--- src/uvc_payload_frame_assembler_top_defines.svh ---
// ----------------------------------------------------------------------------
// UVC payload frame assembler - assertion macros
// Concurrent assertion wrappers, empty under synthesis.
// ----------------------------------------------------------------------------
`ifndef UVC_PAYLOAD_FRAME_ASSEMBLER_TOP_DEFINES_SVH
`define UVC_PAYLOAD_FRAME_ASSEMBLER_TOP_DEFINES_SVH

`ifndef SYNTHESIS
// checked outside reset
`define UPF_ASSERT(label, prop, msg) \
    label: assert property (@(posedge aclk) disable iff (!aresetn) prop) else $error(msg);
// checked also during reset
`define UPF_ASSERT_ALWAYS(label, prop, msg) \
    label: assert property (@(posedge aclk) prop) else $error(msg);
`else
`define UPF_ASSERT(label, prop, msg)
`define UPF_ASSERT_ALWAYS(label, prop, msg)
`endif

`endif

--- src/upf_pkg.sv ---
// ----------------------------------------------------------------------------
// UVC payload frame assembler - package
// Word types, command format, error codes and register map.
// ----------------------------------------------------------------------------
package upf_pkg;

    localparam int OFFSET_WIDTH = 24;
    localparam int POS_WIDTH    = 12;
    localparam int PADDR_WIDTH  = 3;
    localparam int FIFO_DEPTH   = 4;
    localparam int FIFO_AW      = $clog2(FIFO_DEPTH);

    // register map (word index taken from paddr[2])
    localparam logic REG_FRAME_CAPACITY = 1'b0;
    localparam logic [OFFSET_WIDTH-1:0] FRAME_CAPACITY_RESET = OFFSET_WIDTH'(614400);

    // header flag bits
    localparam int FLAG_EOF_BIT = 1;
    localparam int FLAG_ERR_BIT = 6;

    // error codes
    localparam logic [1:0] ERR_NONE     = 2'd0;
    localparam logic [1:0] ERR_HEADER   = 2'd1;
    localparam logic [1:0] ERR_FLAG     = 2'd2;
    localparam logic [1:0] ERR_OVERFLOW = 2'd3;

    localparam logic [POS_WIDTH-1:0] POS_MAX = {POS_WIDTH{1'b1}};

    typedef struct packed {
        logic [7:0]           data_byte;
        logic [POS_WIDTH-1:0] payload_length;
        logic                 payload_first;
    } s_payload_t;

    typedef struct packed {
        logic [7:0]              content_byte;
        logic [OFFSET_WIDTH-1:0] byte_offset;
        logic                    has_content;
        logic                    frame_done;
        logic [OFFSET_WIDTH-1:0] frame_size;
        logic [1:0]              error_code;
    } m_payload_t;

    // command from parser to formatter
    typedef struct packed {
        logic [7:0]              data;
        logic [OFFSET_WIDTH-1:0] offset;
        logic                    has_content;
        logic                    frame_done;
        logic [1:0]              error_code;
    } cmd_t;

endpackage

--- src/upf_front.sv ---
// ----------------------------------------------------------------------------
// UVC payload frame assembler - front parser
// Tracks payload position and header, checks the payload, keeps the frame
// fill count and issues one command per byte that yields a result.
// ----------------------------------------------------------------------------
`include "uvc_payload_frame_assembler_top_defines.svh"

module upf_front import upf_pkg::*; (
    input  logic                    aclk,
    input  logic                    aresetn,
    input  logic                    s_valid,
    output logic                    s_ready,
    input  s_payload_t              s_payload,
    input  logic [OFFSET_WIDTH-1:0] frame_capacity,
    input  logic                    fifo_full,
    output logic                    push,
    output cmd_t                    cmd
);

    logic [POS_WIDTH-1:0]    pos_reg, pos_next;
    logic [7:0]              hlen_reg, hlen_next;
    logic [7:0]              hflags_reg, hflags_next;
    logic [OFFSET_WIDTH-1:0] fill_reg, fill_next;
    logic                    disc_reg, disc_next;

    logic                    accept;
    logic [POS_WIDTH-1:0]    pos;
    logic                    disc;
    logic [7:0]              d;
    logic [POS_WIDTH-1:0]    plen;
    logic [POS_WIDTH-1:0]    hlen_ext;
    logic [POS_WIDTH-1:0]    content_len;
    logic [OFFSET_WIDTH-1:0] room;
    logic [7:0]              flags;
    logic                    is_content;
    logic                    is_eof;

    assign s_ready  = !fifo_full;
    assign accept   = s_valid && s_ready;
    assign d        = s_payload.data_byte;
    assign plen     = s_payload.payload_length;
    assign pos      = s_payload.payload_first ? '0 : pos_reg;
    assign disc     = s_payload.payload_first ? 1'b0 : disc_reg;
    assign hlen_ext = {{(POS_WIDTH-8){1'b0}}, hlen_reg};
    assign flags    = (pos == POS_WIDTH'(1)) ? d : hflags_reg;

    // overflow check operands
    assign content_len = plen - hlen_ext;
    assign room        = (fill_reg < frame_capacity) ? (frame_capacity - fill_reg) : '0;

    assign is_content = (pos < plen) && (pos >= hlen_ext);
    assign is_eof     = (pos < plen) && (pos == plen - POS_WIDTH'(1)) && flags[FLAG_EOF_BIT];

    // byte classification
    always_comb begin
        pos_next    = pos_reg;
        hlen_next   = hlen_reg;
        hflags_next = hflags_reg;
        fill_next   = fill_reg;
        disc_next   = disc_reg;
        push        = 1'b0;
        cmd         = '0;
        if (accept) begin
            pos_next  = (pos < POS_MAX) ? pos + POS_WIDTH'(1) : POS_MAX;
            disc_next = disc;
            if (!disc) begin
                if (pos == '0) begin
                    hlen_next = d;
                    if (d < 8'd2 || plen < {{(POS_WIDTH-8){1'b0}}, d}) begin
                        cmd.error_code = ERR_HEADER;
                    end
                end else begin
                    if (pos == POS_WIDTH'(1)) begin
                        hflags_next = d;
                        if (plen < hlen_ext) begin
                            cmd.error_code = ERR_HEADER;
                        end else if (d[FLAG_ERR_BIT]) begin
                            cmd.error_code = ERR_FLAG;
                        end else if ({{(OFFSET_WIDTH-POS_WIDTH){1'b0}}, content_len} > room) begin
                            cmd.error_code = ERR_OVERFLOW;
                        end
                    end
                    if (cmd.error_code == ERR_NONE) begin
                        // offset carries the fill count; the formatter derives the size
                        cmd.data        = is_content ? d : 8'd0;
                        cmd.offset      = fill_reg;
                        cmd.has_content = is_content;
                        cmd.frame_done  = is_eof;
                        if (is_content) begin
                            fill_next = fill_reg + OFFSET_WIDTH'(1);
                        end
                        if (is_eof) begin
                            fill_next = '0;
                        end
                        push = is_content || is_eof;
                    end
                end
                if (cmd.error_code != ERR_NONE) begin
                    disc_next = 1'b1;
                    fill_next = '0;
                    push      = 1'b1;
                end
            end
        end
    end

    // parser state
    always_ff @(posedge aclk) begin
        if (!aresetn) begin
            pos_reg    <= '0;
            hlen_reg   <= '0;
            hflags_reg <= '0;
            fill_reg   <= '0;
            disc_reg   <= 1'b0;
        end else begin
            pos_reg    <= pos_next;
            hlen_reg   <= hlen_next;
            hflags_reg <= hflags_next;
            fill_reg   <= fill_next;
            disc_reg   <= disc_next;
        end
    end

    `UPF_ASSERT(a_err_discards, (push && cmd.error_code != ERR_NONE) |=> disc_reg, "error did not start discard")
    `UPF_ASSERT(a_err_clears_fill, (push && cmd.error_code != ERR_NONE) |=> (fill_reg == '0), "error did not clear frame fill")

endmodule

--- src/upf_cmd_fifo.sv ---
// ----------------------------------------------------------------------------
// UVC payload frame assembler - command queue
// Small register queue between the parser and the output formatter.
// ----------------------------------------------------------------------------
`include "uvc_payload_frame_assembler_top_defines.svh"

module upf_cmd_fifo import upf_pkg::*; (
    input  logic aclk,
    input  logic aresetn,
    input  logic push,
    input  cmd_t push_cmd,
    output logic full,
    input  logic pop,
    output logic not_empty,
    output cmd_t pop_cmd
);

    cmd_t               mem [FIFO_DEPTH];
    logic [FIFO_AW-1:0] wptr_reg, wptr_next;
    logic [FIFO_AW-1:0] rptr_reg, rptr_next;
    logic [FIFO_AW:0]   count_reg, count_next;

    assign full      = (count_reg == (FIFO_AW+1)'(FIFO_DEPTH));
    assign not_empty = (count_reg != '0);
    assign pop_cmd   = mem[rptr_reg];

    // pointers and fill count
    always_comb begin
        wptr_next  = push ? wptr_reg + FIFO_AW'(1) : wptr_reg;
        rptr_next  = pop ? rptr_reg + FIFO_AW'(1) : rptr_reg;
        count_next = count_reg;
        if (push && !pop) begin
            count_next = count_reg + (FIFO_AW+1)'(1);
        end else if (pop && !push) begin
            count_next = count_reg - (FIFO_AW+1)'(1);
        end
    end

    always_ff @(posedge aclk) begin
        if (!aresetn) begin
            wptr_reg  <= '0;
            rptr_reg  <= '0;
            count_reg <= '0;
        end else begin
            wptr_reg  <= wptr_next;
            rptr_reg  <= rptr_next;
            count_reg <= count_next;
        end
    end

    // storage
    always_ff @(posedge aclk) begin
        if (push) begin
            mem[wptr_reg] <= push_cmd;
        end
    end

    `UPF_ASSERT(a_count_bound, count_reg <= (FIFO_AW+1)'(FIFO_DEPTH), "queue count beyond depth")
    `UPF_ASSERT(a_no_overrun, !(push && full && !pop), "push into full queue")

endmodule

--- src/upf_back.sv ---
// ----------------------------------------------------------------------------
// UVC payload frame assembler - output formatter
// Turns queued commands into result words and holds them in the output
// register until taken.
// ----------------------------------------------------------------------------
`include "uvc_payload_frame_assembler_top_defines.svh"

module upf_back import upf_pkg::*; (
    input  logic       aclk,
    input  logic       aresetn,
    input  logic       cmd_valid,
    input  cmd_t       cmd,
    output logic       pop,
    output logic       m_valid,
    input  logic       m_ready,
    output m_payload_t m_payload
);

    logic       valid_reg, valid_next;
    m_payload_t word_reg;
    m_payload_t word_next;

    assign pop = cmd_valid && (!valid_reg || m_ready);

    // result word formatting
    always_comb begin
        word_next              = '0;
        word_next.content_byte = cmd.has_content ? cmd.data : 8'd0;
        word_next.byte_offset  = cmd.has_content ? cmd.offset : '0;
        word_next.has_content  = cmd.has_content;
        word_next.frame_done   = cmd.frame_done;
        word_next.error_code   = cmd.error_code;
        if (cmd.frame_done) begin
            word_next.frame_size = cmd.has_content ? cmd.offset + OFFSET_WIDTH'(1)
                                                   : cmd.offset;
        end
    end

    always_comb begin
        valid_next = valid_reg;
        if (pop) begin
            valid_next = 1'b1;
        end else if (m_ready) begin
            valid_next = 1'b0;
        end
    end

    always_ff @(posedge aclk) begin
        if (!aresetn) begin
            valid_reg <= 1'b0;
        end else begin
            valid_reg <= valid_next;
        end
    end

    always_ff @(posedge aclk) begin
        if (pop) begin
            word_reg <= word_next;
        end
    end

    assign m_valid   = valid_reg;
    assign m_payload = word_reg;

    `UPF_ASSERT(a_size_only_done, (valid_reg && !word_reg.frame_done) |-> (word_reg.frame_size == '0), "frame size without frame done")

endmodule

--- src/uvc_payload_frame_assembler_top.sv ---
// ----------------------------------------------------------------------------
// UVC payload frame assembler - top level
// Strips UVC payload headers, emits content bytes with frame offsets and
// reports frame completion and payload errors.
//
//   channel | prefix | handshake          | word
//   --------+--------+--------------------+--------------------------
//   input   | s_     | valid / ready      | s_payload_t, one byte
//   result  | m_     | valid / ready      | m_payload_t, zero or one
//   config  | p      | APB, pready high   | frame_capacity at 0x0
//
// One byte per cycle while the command queue has room. A byte that yields a
// result is written to the command queue at its accepting edge and shows on
// m_valid once the output register has loaded it from the queue.
// Bytes with no result leave only the parser state changed.
// s_ready drops only while the four-entry command queue is full.
// Reset (aresetn low, synchronous) clears the parser, queue and output valid
// and loads frame_capacity with 614400.
// ----------------------------------------------------------------------------
module uvc_payload_frame_assembler_top import upf_pkg::*; (
    input  logic                   aclk,
    input  logic                   aresetn,
    input  logic                   s_valid,
    output logic                   s_ready,
    input  s_payload_t             s_payload,
    output logic                   m_valid,
    input  logic                   m_ready,
    output m_payload_t             m_payload,
    input  logic                   psel,
    input  logic                   penable,
    input  logic                   pwrite,
    input  logic [PADDR_WIDTH-1:0] paddr,
    input  logic [31:0]            pwdata,
    output logic [31:0]            prdata,
    output logic                   pready
);

    logic [OFFSET_WIDTH-1:0] cap_reg;
    logic                    cfg_wr;
    logic                    push;
    cmd_t                    push_cmd;
    logic                    fifo_full;
    logic                    pop;
    logic                    fifo_ne;
    cmd_t                    pop_cmd;

    // configuration register
    assign pready = 1'b1;
    assign cfg_wr = psel && penable && pwrite && (paddr[2] == REG_FRAME_CAPACITY);

    always_ff @(posedge aclk) begin
        if (!aresetn) begin
            cap_reg <= FRAME_CAPACITY_RESET;
        end else if (cfg_wr) begin
            cap_reg <= pwdata[OFFSET_WIDTH-1:0];
        end
    end

    assign prdata = (paddr[2] == REG_FRAME_CAPACITY) ? {{(32-OFFSET_WIDTH){1'b0}}, cap_reg}
                                                     : 32'd0;

    upf_front u_front (
        .aclk           (aclk),
        .aresetn        (aresetn),
        .s_valid        (s_valid),
        .s_ready        (s_ready),
        .s_payload      (s_payload),
        .frame_capacity (cap_reg),
        .fifo_full      (fifo_full),
        .push           (push),
        .cmd            (push_cmd)
    );

    upf_cmd_fifo u_fifo (
        .aclk      (aclk),
        .aresetn   (aresetn),
        .push      (push),
        .push_cmd  (push_cmd),
        .full      (fifo_full),
        .pop       (pop),
        .not_empty (fifo_ne),
        .pop_cmd   (pop_cmd)
    );

    upf_back u_back (
        .aclk      (aclk),
        .aresetn   (aresetn),
        .cmd_valid (fifo_ne),
        .cmd       (pop_cmd),
        .pop       (pop),
        .m_valid   (m_valid),
        .m_ready   (m_ready),
        .m_payload (m_payload)
    );

endmodule

--- config.mk ---
export PLATFORM = sky130hd
export DESIGN_NAME = uvc_payload_frame_assembler_top
export DESIGN_NICKNAME = d
export VERILOG_FILES = /design/src/upf_pkg.sv /design/src/upf_front.sv /design/src/upf_cmd_fifo.sv /design/src/upf_back.sv /design/src/uvc_payload_frame_assembler_top.sv
export VERILOG_INCLUDE_DIRS = /design/src /design/src/src
export SDC_FILE = /design/constraint.sdc
export NUM_CORES = 1
export LEC_CHECK = 0
export BUFFER_PORTS_ARGS = -buffer_cell sky130_fd_sc_hd__buf_2
export CAP_MARGIN = 30
export CORE_ASPECT_RATIO = 1.75
export CORE_UTILIZATION = 64
export CTS_CLUSTER_DIAMETER = 30
export DETAILED_ROUTE_END_ITERATION = 8
export GPL_TIMING_DRIVEN = 0
export PLACE_DENSITY = 0.95
export SKIP_LAST_GASP = 1
export SLEW_MARGIN = 0
export SYNTH_ARGS = -nofsm -noshare
export SYNTH_HDL_FRONTEND = slang
export SYNTH_SLANG_ARGS = --single-unit
--- constraint.sdc ---
create_clock -name aclk -period 17 [get_ports aclk]
set_input_delay 4.25 -clock aclk [delete_from_list [all_inputs] [get_ports aclk]]
set_output_delay 4.25 -clock aclk [all_outputs]
set_load 0.02 [all_outputs]
After elaboration in Yosys (flattened, before gate mapping) --
Memory sizes are Yosys's and may differ from the RTL's. A register that Yosys moved wholly into a read port is not among the register bits. Index checks and enable logic that the tools add are counted.
Word-level totals: register bits after elaboration 139, bits in writable memories 144, output and inout port bits 95, memories kept 1
Memories:
- u_fifo.mem | words 4, width 36, rd ports 1, clocked after Yosys merged registers in 1, wr ports 1, RTL line upf_cmd_fifo.sv:18 | cmd_t mem [FIFO_DEPTH];
Cells by class: $add $sub $neg 10, order comparisons 8, equality and inequality tests 4, muxes and demuxes 43, bitwise operators 3, reductions and logical operators 29
Operators with widths (count):
- $mux 24 | 8
- $mux 36 | 2
- $mux 34 | 2
- $add 24x1->24 const B | 2
- $mux 2 | 13
- $gt 12x24->1 | 1
- $lt 12x8->1 | 2
- $lt 24x24->1 | 1
- $mux 12 | 2
- $sub 24x24->24 | 1
- $mux 1 | 13
- $add 12x1->12 const B | 1
- $eq 12x1->1 const B | 1
- $eq 12x12->1 | 1
- $ge 12x8->1 | 1
- $logic_not 12->1 | 1
- $lt 12x12->1 | 1
- $lt 12x12->1 const B | 1
- $sub 12x1->12 const B | 1
- $sub 12x8->12 | 1
- $logic_and 1x1->1 | 10
- $lt 8x2->1 const B | 1
- $mux 8 | 1
- $reduce_bool 2->1 | 4
- 14 further kinds | 25

Depth between registers and ports, before layout --
Gate-level depths: netlist of run 1.
word-level depth 21, mapped depth 28, mapped depth without buffers 27

By module --
Synthesis of run 1 repeated with hierarchy kept, for this count alone.
Unflattened totals: cells, all modules 1411, area total of the unflattened synthesis 15716.3 µm²
By module, submodules not included:
- upf_front | instances 1, cells each 838, area an instance 6132.1 µm²
- upf_cmd_fifo | instances 1, cells each 231, area an instance 5695.5 µm²
- upf_back | instances 1, cells each 200, area an instance 2643.8 µm²
- uvc_payload_frame_assembler_top | instances 1, cells each 142, area an instance 1244.9 µm²

Worst setup path before layout of run 1 --
Ideal clock, no wire load.
kind input to register, start point in s_payload[2] (netlist name), end point mem u_fifo.mem[0][0] (netlist name) (enable), library setup time 0.397 ns, arrival 8.708 ns, path slack 7.896 ns, stages on the path 22, path buffers 1, cell sequence ha_1 nor2b_1 o21ai_0 a21boi_0 o21ai_0 a21boi_0 o21ai_0 nand2b_1 a211oi_1 nand2_1 xnor2_1 ha_1 nand4_1 nor3_1 a21oi_1 o31a_1 o2111ai_2 o31ai_4 a21oi_2 inv_2 clkbuf_1 and2_1
Between the ends: longest elaborated chain between the ends 18, elaborated cells on any way between the ends 32, those cells by class add/sub: 2; order compare: 4; eq/ne: 1; mux: 18; reduce/logical: 7
RTL lines:
- start, declared | RTL line uvc_payload_frame_assembler_top.sv:25 | input s_payload_t s_payload,
- $sub 12x8->12 | RTL line upf_front.sv:48 | assign content_len = plen - hlen_ext;
- $gt 12x24->1 | RTL line upf_front.sv:79 | end else if ({{(OFFSET_WIDTH-POS_WIDTH){1'b0}}, content_len} > room) begin
- $mux 2 | RTL line upf_front.sv:79
- $mux 2 | RTL line upf_front.sv:77 | end else if (d[FLAG_ERR_BIT]) begin
- $mux 2 | RTL line upf_front.sv:75 | if (plen < hlen_ext) begin
- $mux 2 | RTL line upf_front.sv:73 | if (pos == POS_WIDTH'(1)) begin
- $mux 2 | RTL line upf_front.sv:67 | if (pos == '0) begin
- $mux 2 | RTL line upf_front.sv:66 | if (!disc) begin
- [3 not listed]
- $mux 2 | RTL line upf_front.sv:63 | if (accept) begin
- $reduce_bool 2->1 | RTL line upf_front.sv:98 | if (cmd.error_code != ERR_NONE) begin
- $mux 1 * | RTL line upf_front.sv:98
- $mux 1 * | RTL line upf_front.sv:66
- $mux 1 * | RTL line upf_front.sv:63
- named net push | RTL line uvc_payload_frame_assembler_top.sv:40 | logic push;
- $mux 1 * | RTL line upf_cmd_fifo.sv:53 | if (push) begin
- $mux 1 (not written as such) * | RTL line upf_cmd_fifo.sv:54 | mem[wptr_reg] <= push_cmd;
- end, declared | RTL line upf_cmd_fifo.sv:18
Mark *: on every way through the listed nets, which the timed path passes. The rest lies on a longest branch. The select of a mux whose other input is x is not followed.

Worst setup path after layout of run 1 --
start point in s_payload[2] (netlist name), end point reg u_fifo.count_reg[2]
Between the ends: longest elaborated chain between the ends 19, elaborated cells on any way between the ends 35, those cells by class add/sub: 2; order compare: 4; eq/ne: 1; mux: 17; reduce/logical: 11
RTL lines:
- $sub 12x8->12 | RTL line upf_front.sv:48
- $gt 12x24->1 | RTL line upf_front.sv:79
- $mux 2 | RTL line upf_front.sv:79
- $mux 2 | RTL line upf_front.sv:77
- $mux 2 | RTL line upf_front.sv:75
- $mux 2 | RTL line upf_front.sv:73
- $mux 2 | RTL line upf_front.sv:67
- $mux 2 | RTL line upf_front.sv:66
- [4 not listed]
- $reduce_bool 2->1 | RTL line upf_front.sv:98
- $mux 1 * | RTL line upf_front.sv:98
- $mux 1 * | RTL line upf_front.sv:66
- $mux 1 * | RTL line upf_front.sv:63
- named net push | RTL line uvc_payload_frame_assembler_top.sv:40
- $logic_not 1->1 | RTL line upf_cmd_fifo.sv:34 | end else if (pop && !push) begin
- $logic_and 1x1->1 | RTL line upf_cmd_fifo.sv:34
- $reduce_bool 2->1 (no line)
- end signal, assigned | RTL line upf_cmd_fifo.sv:47 | count_reg <= count_next;
- end, declared | RTL line upf_cmd_fifo.sv:21 | logic [FIFO_AW:0] count_reg, count_next;
Marked as above. A chain may end at the register's enable or synchronous reset.

==> metrics.md, run 1 <==
| Metric | Value |
|---|---|
| Outcome | complete, no violations |
| FILL cells | 1463 |
| Leakage | ~6.3 nW |
| Largest Register | u_fifo.mem |
| Synth Register Bits | 284 |
| All-Layer GR Usage | 0.331 |
| Layout Nets | 1726 |
| Area grow syn2layout | 13.5% |
| Worst slew pin tran | between 0.9 and 1 ns |
| CTS Root Cell | clkbuf_16 |
| Synth Cell Area | roughly 15000 sq um |
| Starting Density | 0.653 |
| Layout cell share with drive strength beyond 1 | 0.177 |
| Multi-input gate area | 6980 sq um |
| Worst Setup End Kind | flop |
| DRT iter0 DRCs | about 1000 |
| Die area | 24500 sq um |
| Port Buffers | 135 |
| Final TNS setup | 0 ns |
| Unique masters post-synth | between 70 and 80 |
| Startpoint class of the critical path | primary input |
| Worst skew pair latency | 0.56 ns |
| Drt first pass iters | 5 |
| Filler-free cell count of the finished design | 1906 |
| Leading cell type in the layout, fill and taps excluded | edfxtp_1 |
| Fmax achieved | around 0.098 GHz |
| Post-synth EDFFs | 204 |
| Setup CP Type | in -> reg |
| Gpl congestion | around 1.0 |
| Largest net degree at the start of global routing | 37 |
| Top Ports | 158 |
| Post-cts resize count | 0 |
| Crit path DAT | 10.70 ns |
| Syn Area/Cell | 10.9 sq um |
| Max_cap viols | 0 |
| CTS Buffer Depth | 3 |
| Largest register FFs | 144 |
| Hold Fails Final Rpt | 0 |
| Crit share post-route | 0.602 |
| TritonCTS clock tree | built |
| Skew final | between 0.015 and 0.02 ns |
| Final setup vio count | 0 |
| Crit Path Max Fanout | 10 |
| Total Wirelength | 40.7 mm |
| Post-DP HPWL | 29.4 mm |
| Core area | 23400 sq um |
| Via count | 12200 |
| Vias per cell | roughly 6.4 |
| Die Wd | 119 microns |
| Register area | 7730 sq um |
| Clock buffer count from CTS | 29 |
| Cts hold-fix bufs | 0 |
| # rows | 74 |
| Die Y | 206 microns |
| # clock sinks | between 200 and 300 |
| Share of flip-flops with an asynchronous set or reset | 0 |
| Maximum VDD drop | slightly below 0.09 mV |
| Required @ worst endpoint | 17.47 ns |
| Vias in the first global route | around 12000 |
| CTS clk-pin slew, worst paths | 0.06 ns |
| Grt ovf | 0 |
| Initial antenna violation count | 0 |
| Yosys warns | 0 |
| CTS H-tree depth | 1 |
| Global-route wire length before repair | 62.1 mm |
| Seq/Total Area, Yosys | 0.505 |
| Most frequent cells in the layout | edfxtp_1, buf_2, nand2_1 |
| Worst slew margin | 0.342 |
| Post-CTS Setup Bufs | 0 |
| RSZ-0062 raised after global routing | false |
| WL/cell | about 21 microns |
| Post-DRT Antenna Nets | 0 |
| Post-route minimum period | 10.23 ns |
| Hold WC Path Type | reg -> reg |
| Top FF cell, synth | edfxtp_1 |
| Synthesized netlist cell count | 1403 |
| PwrDens | 136 nW/um^2 |
| DRC | 0 |
| Dpl cells | 1850 |
| Max Transition Viols Final | 0 |
path summary, 6_finish.rpt:
path                                      startpoint                  end  slack (ns)  cells after the start
worst max-delay path                    s_payload[2]  u_fifo.count_reg[2]        6.77                     28
worst min-delay path                      cap_reg[0]           cap_reg[0]        0.46                      2
worst max register to register  u_front.fill_reg[19]  u_fifo.count_reg[2]        9.60                     25
worst min register to register            cap_reg[0]           cap_reg[0]        0.46                      2
per-layer routing:
layer | part of all wire | routed length (microns) | up-vias | global-route usage
li1 | - | - | 5496 | -
met1 | 0.33 | 13400 | 5763 | 0.332
met2 | 0.53 | 21700 | 710 | 0.617
met3 | 0.065 | 2630 | 201 | 0.0477
met4 | 0.072 | 2950 | 0 | 0.242
met5 | 0 | 0 | - | 0
area by class of cell:
type                       count  area share
sequential                   284       0.445
antenna                        1    0.000144
tap                          304      0.0219
inverter                      75      0.0162
buffer                        74      0.0197
multi-input combinational    977       0.402
clock inverter                19      0.0104
clock buffer                  35      0.0431
timing repair buffer         137      0.0412
logic make-up after synthesis:
group / Yosys count / share of synthesized area
muxes: 51 / 0.0622
adders and majority gates: 85 / 0.0710
and+or+nand+nor: 500 / 0.166
AOI/OAI and AO/OA: 268 / 0.117
other: 2 / 0.000491
DFF: 284 / 0.505
buffers and inverters: 149 / 0.0408
xor gates and xnor gates: 64 / 0.0367
metrics by stage:
stage	area, sq um	hold WS (ns)	worst slack, ns	total power (W)	utilization
finish	17400	0.463	6.77	0.00237	0.741
detailed placement	16400	0.458	6.43	0.00173	0.700
global route	17400	0.486	6.32	0.00246	0.741
CTS	17300	0.467	6.91	0.00235	0.740
floorplan	15300	0.436	7.90	0.00151	-
global placement	16400	0.446	6.01	0.00170	0.699
worst max-delay path, cell delays in order:
cell and delay (ns):
buf_2 0.16, ha_1 0.29, nor2b_1 0.12, o21ai_0 0.18, a21boi_0 0.15, o21ai_0 0.21, a21boi_0 0.14, o21ai_0 0.18
nand2b_1 0.10, a211oi_1 0.46, xnor2_1 0.14, ha_1 0.33, a21o_1 0.11, a21o_1 0.11, a21oi_1 0.08, a21oi_1 0.14
o31a_1 0.38, o2111ai_2 0.31, o31ai_4 0.53, a21oi_2 0.24, inv_2 0.14, clkbuf_1 0.50, ha_1 0.31, inv_1 0.07
fa_1 0.37, xor2_1 0.19, or3_1 0.33, a21oi_1 0.16
cells in the mapped netlist, drive strengths merged, types with 4 or more instances:
| master | n | area, sq um |
|---|---|---|
| edfxtp | 204 | 6130 |
| nand2 | 121 | 454 |
| a21oi | 97 | 523 |
| nor2 | 91 | 342 |
| ha | 82 | 1030 |
| dfxtp | 80 | 1600 |
| inv | 74 | 278 |
| o21ai | 53 | 273 |
| nor3 | 50 | 250 |
| clkbuf | 49 | 184 |
| and2 | 46 | 288 |
| nor2b | 43 | 269 |
| mux4 | 35 | 788 |
| nand3 | 35 | 175 |
| xnor2 | 33 | 289 |
| xor2 | 31 | 272 |
| nand4 | 27 | 175 |
| buf | 25 | 158 |
| nand2b | 16 | 100 |
| and3 | 15 | 93.8 |
| mux2i | 14 | 140 |
| nor4 | 14 | 87.6 |
| a31oi | 13 | 87.6 |
| o31ai | 13 | 111 |
| or3 | 13 | 81.3 |
| a21o | 12 | 90.1 |
| or4 | 11 | 86.3 |
| a211oi | 10 | 95.1 |
| o21a | 9 | 67.6 |
| o221a | 9 | 101 |
| o211ai | 7 | 52.6 |
| or2 | 6 | 37.5 |
| a21boi | 5 | 37.5 |
| o21bai | 5 | 37.5 |
| a22oi | 4 | 30.0 |
where the power goes:
part	internal (W)	switching (W)
logic	0.000294	0.000517
clock network	0.000327	0.000285
registers	0.000906	0.0000385
total	0.00153	0.000840
(Power assumes the default switching activity.)
==> run 2: changes to the inputs <==
CORE_UTILIZATION = 60   (was 64)
PLACE_DENSITY = 0.92   (was 0.95)
clock period = 10.7 ns   (was 17 ns; I/O delays follow)
==> metrics.md, run 2 (synthesis results as in run 1) <==
| Metric | Value |
|---|---|
| CTS Buffer Depth | 3 (unchanged) |
| Port Buffers | 135 (unchanged) |
| Worst reg-to-reg setup slack | 3.35 ns (was 9.60 ns) |
| FILL cells | 1701 (was 1463) |
| Post-cts resize count | 0 (unchanged) |
| Starting Density | 0.608 (was 0.653) |
| Max Transition Viols Final | 0 (unchanged) |
| Initial antenna violation count | 0 (unchanged) |
| CTS H-tree depth | 1 (unchanged) |
| Worst slew pin tran | 0.997 ns (was 0.986 ns) |
| Area grow syn2layout | 14.6% (was 13.5%) |
| WHS Path Cells | 2 (unchanged) |
| Post-CTS Setup Bufs | 0 (unchanged) |
| Grt ovf | 0 (unchanged) |
| CTS clk-pin slew, worst paths | 0.07 ns (was 0.06 ns) |
| RSZ-0062 raised after global routing | false (unchanged) |
| DRC | 0 (unchanged) |
| Register area | 7730 sq um (unchanged) |
| Vias in the first global route | 12300 (was 12100) |
| All-Layer GR Usage | 0.323 (was 0.331) |
| Post-DRT Antenna Nets | 0 (unchanged) |
| DRT iter0 DRCs | 1017 (was 1024) |
| Leakage | 6.42 nW (was 6.34 nW) |
| Worst Setup End Kind | flop (unchanged) |
| Die Wd | 123 microns (was 119 microns) |
| Drt first pass iters | 7 (was 5) |
| Hold_sp | cap_reg[0] (unchanged) |
| Cts hold-fix bufs | 0 (unchanged) |
| Layout Nets | 1728 (was 1726) |
| Largest Register | u_fifo.mem (unchanged) |
| Post-DP HPWL | 30.2 mm (was 29.4 mm) |
| Outcome | complete, no violations (unchanged) |
| Vias per cell | 6.37 (was 6.39) |
| WL/cell | 21.6 microns (was 21.3 microns) |
| Pre-CTS WS | 1.99 ns (was 6.43 ns) |
| # rows | 77 (was 74) |
| Die area | 26100 sq um (was 24500 sq um) |
| TritonCTS clock tree | built (unchanged) |
| Skew final | 0.0274 ns (was 0.0189 ns) |
| # diodes | 0 (was 1) |
| Reg-to-reg endpoint | u_fifo.count_reg[2] (unchanged) |
| Most frequent cells in the layout | edfxtp_1, buf_2, nand2_1 (unchanged) |
| Final TNS setup | 0 ns (unchanged) |
| Hold Fails Final Rpt | 0 (unchanged) |
| Crit Path Max Fanout | 10 (unchanged) |
| Setup CP Type | in -> reg (unchanged) |
| Required @ worst endpoint | 11.20 ns (was 17.47 ns) |
| Core area | 25100 sq um (was 23400 sq um) |
| # clock sinks | 284 (unchanged) |
| Crit path DAT | 8.92 ns (was 10.70 ns) |
| CTS Root Cell | clkbuf_16 (unchanged) |
| Gpl congestion | 0.974 (was 1.03) |
| Hold WC Path Type | reg -> reg (unchanged) |
| Top Ports | 158 (unchanged) |
| Multi-input gate area | 6980 sq um (unchanged) |
| Final setup vio count | 0 (unchanged) |
| R2r worst-path depth | 25 (unchanged) |
| Leading cell type in the layout, fill and taps excluded | edfxtp_1 (unchanged) |
| Fmax achieved | roughly 0.12 GHz |
| Clock buffer count from CTS | 31 (was 29) |
| Worst slew margin | 0.335 (was 0.342) |
| Worst Hold Path EP | cap_reg[0] (unchanged) |
| Largest net degree at the start of global routing | 37 (unchanged) |
| PwrDens | 222 nW/um^2 (was 136 nW/um^2) |
| R2R Path Start | u_front.fill_reg[19] (unchanged) |
| Global-route wire length before repair | 63.6 mm (was 62.1 mm) |
| Total Wirelength | 41.4 mm (was 40.7 mm) |
| Largest register FFs | 144 (unchanged) |
| Die Y | 213 microns (was 206 microns) |
| Layout cell share with drive strength beyond 1 | 0.183 (was 0.177) |
| Critical-path top delay cell | clkbuf_1 (was o31ai_4) |
| Via count | 12200 (about the same) |
| Max stage delay on crit path | 0.56 ns (was 0.53 ns) |
| Setup ws final | 2.28 ns (was 6.77 ns) |
| Post-route minimum period | 8.42 ns |
| Maximum VDD drop | 0.139 mV (was 0.0870 mV) |
| Startpoint class of the critical path | primary input (unchanged) |
| Max_cap viols | 0 (unchanged) |
| Worst skew pair latency | 0.60 ns (was 0.56 ns) |
| Crit share post-route | 0.787 |
run 2: how the worst max path moves through the flow:
stage	start	endpoint	slack, ns	cells past startpoint
2_1_floorplan	s_payload[2]	u_fifo.mem[0][0]	3.17	22
3_3_place_gp	s_payload[2]	u_fifo.mem[0][22]	1.57	23
3_5_place_dp	s_payload[2]	u_fifo.count_reg[2]	1.99	28
4_1_cts	s_payload[2]	u_fifo.count_reg[2]	2.48	28
5_1_grt	s_payload[2]	u_fifo.count_reg[2]	1.98	28
6_report	s_payload[2]	u_fifo.count_reg[2]	2.28	28
run 2: layer usage:
layer / GRT usage / routed length [microns] / up-vias
met1: 0.339 / 14000 / 5869
met5: 0 / 0 / -
li1: - / - / 5496
met3: 0.0417 / 2320 / 204
met2: 0.587 / 22300 / 672
met4: 0.221 / 2830 / 0
run 2: critical path: cells and delay by family:
family	cells	cell delay, ns
compound gates	12	2.81
xor+xnor	2	0.32
fa+ha+maj	4	1.31
buf+inv	4	0.93
simple gates	6	0.86
run 2: layout make-up:
cell class | count | area share
clock inverter | 22 | 0.0143
clock buffer | 36 | 0.0471
timing repair buffer | 137 | 0.0409
sequential | 284 | 0.441
tap | 316 | 0.0226
multi-input combinational | 977 | 0.398
inverter | 75 | 0.0161
buffer | 74 | 0.0195
run 2: stage by stage:
step / cell area [sq um] / hold WS (ns) / instances / power [W] / utilization
after floorplan: 15300 / 0.436 / 1410 / 0.00240 / -
after global placement: 16400 / 0.443 / 1861 / 0.00270 / 0.652
after detailed placement: 16400 / 0.452 / 1863 / 0.00278 / 0.654
after CTS: 17500 / 0.461 / 1921 / 0.00388 / 0.697
after global routing: 17500 / 0.501 / 1921 / 0.00404 / 0.697
final: 17500 / 0.457 / 1921 / 0.00389 / 0.697
run 2: report_power, final:
group	switching, W	internal, W	leakage, nW
clock	0.000503	0.000605	0.526
sequential	0.0000655	0.00144	2.52
combinational	0.000811	0.000465	3.38
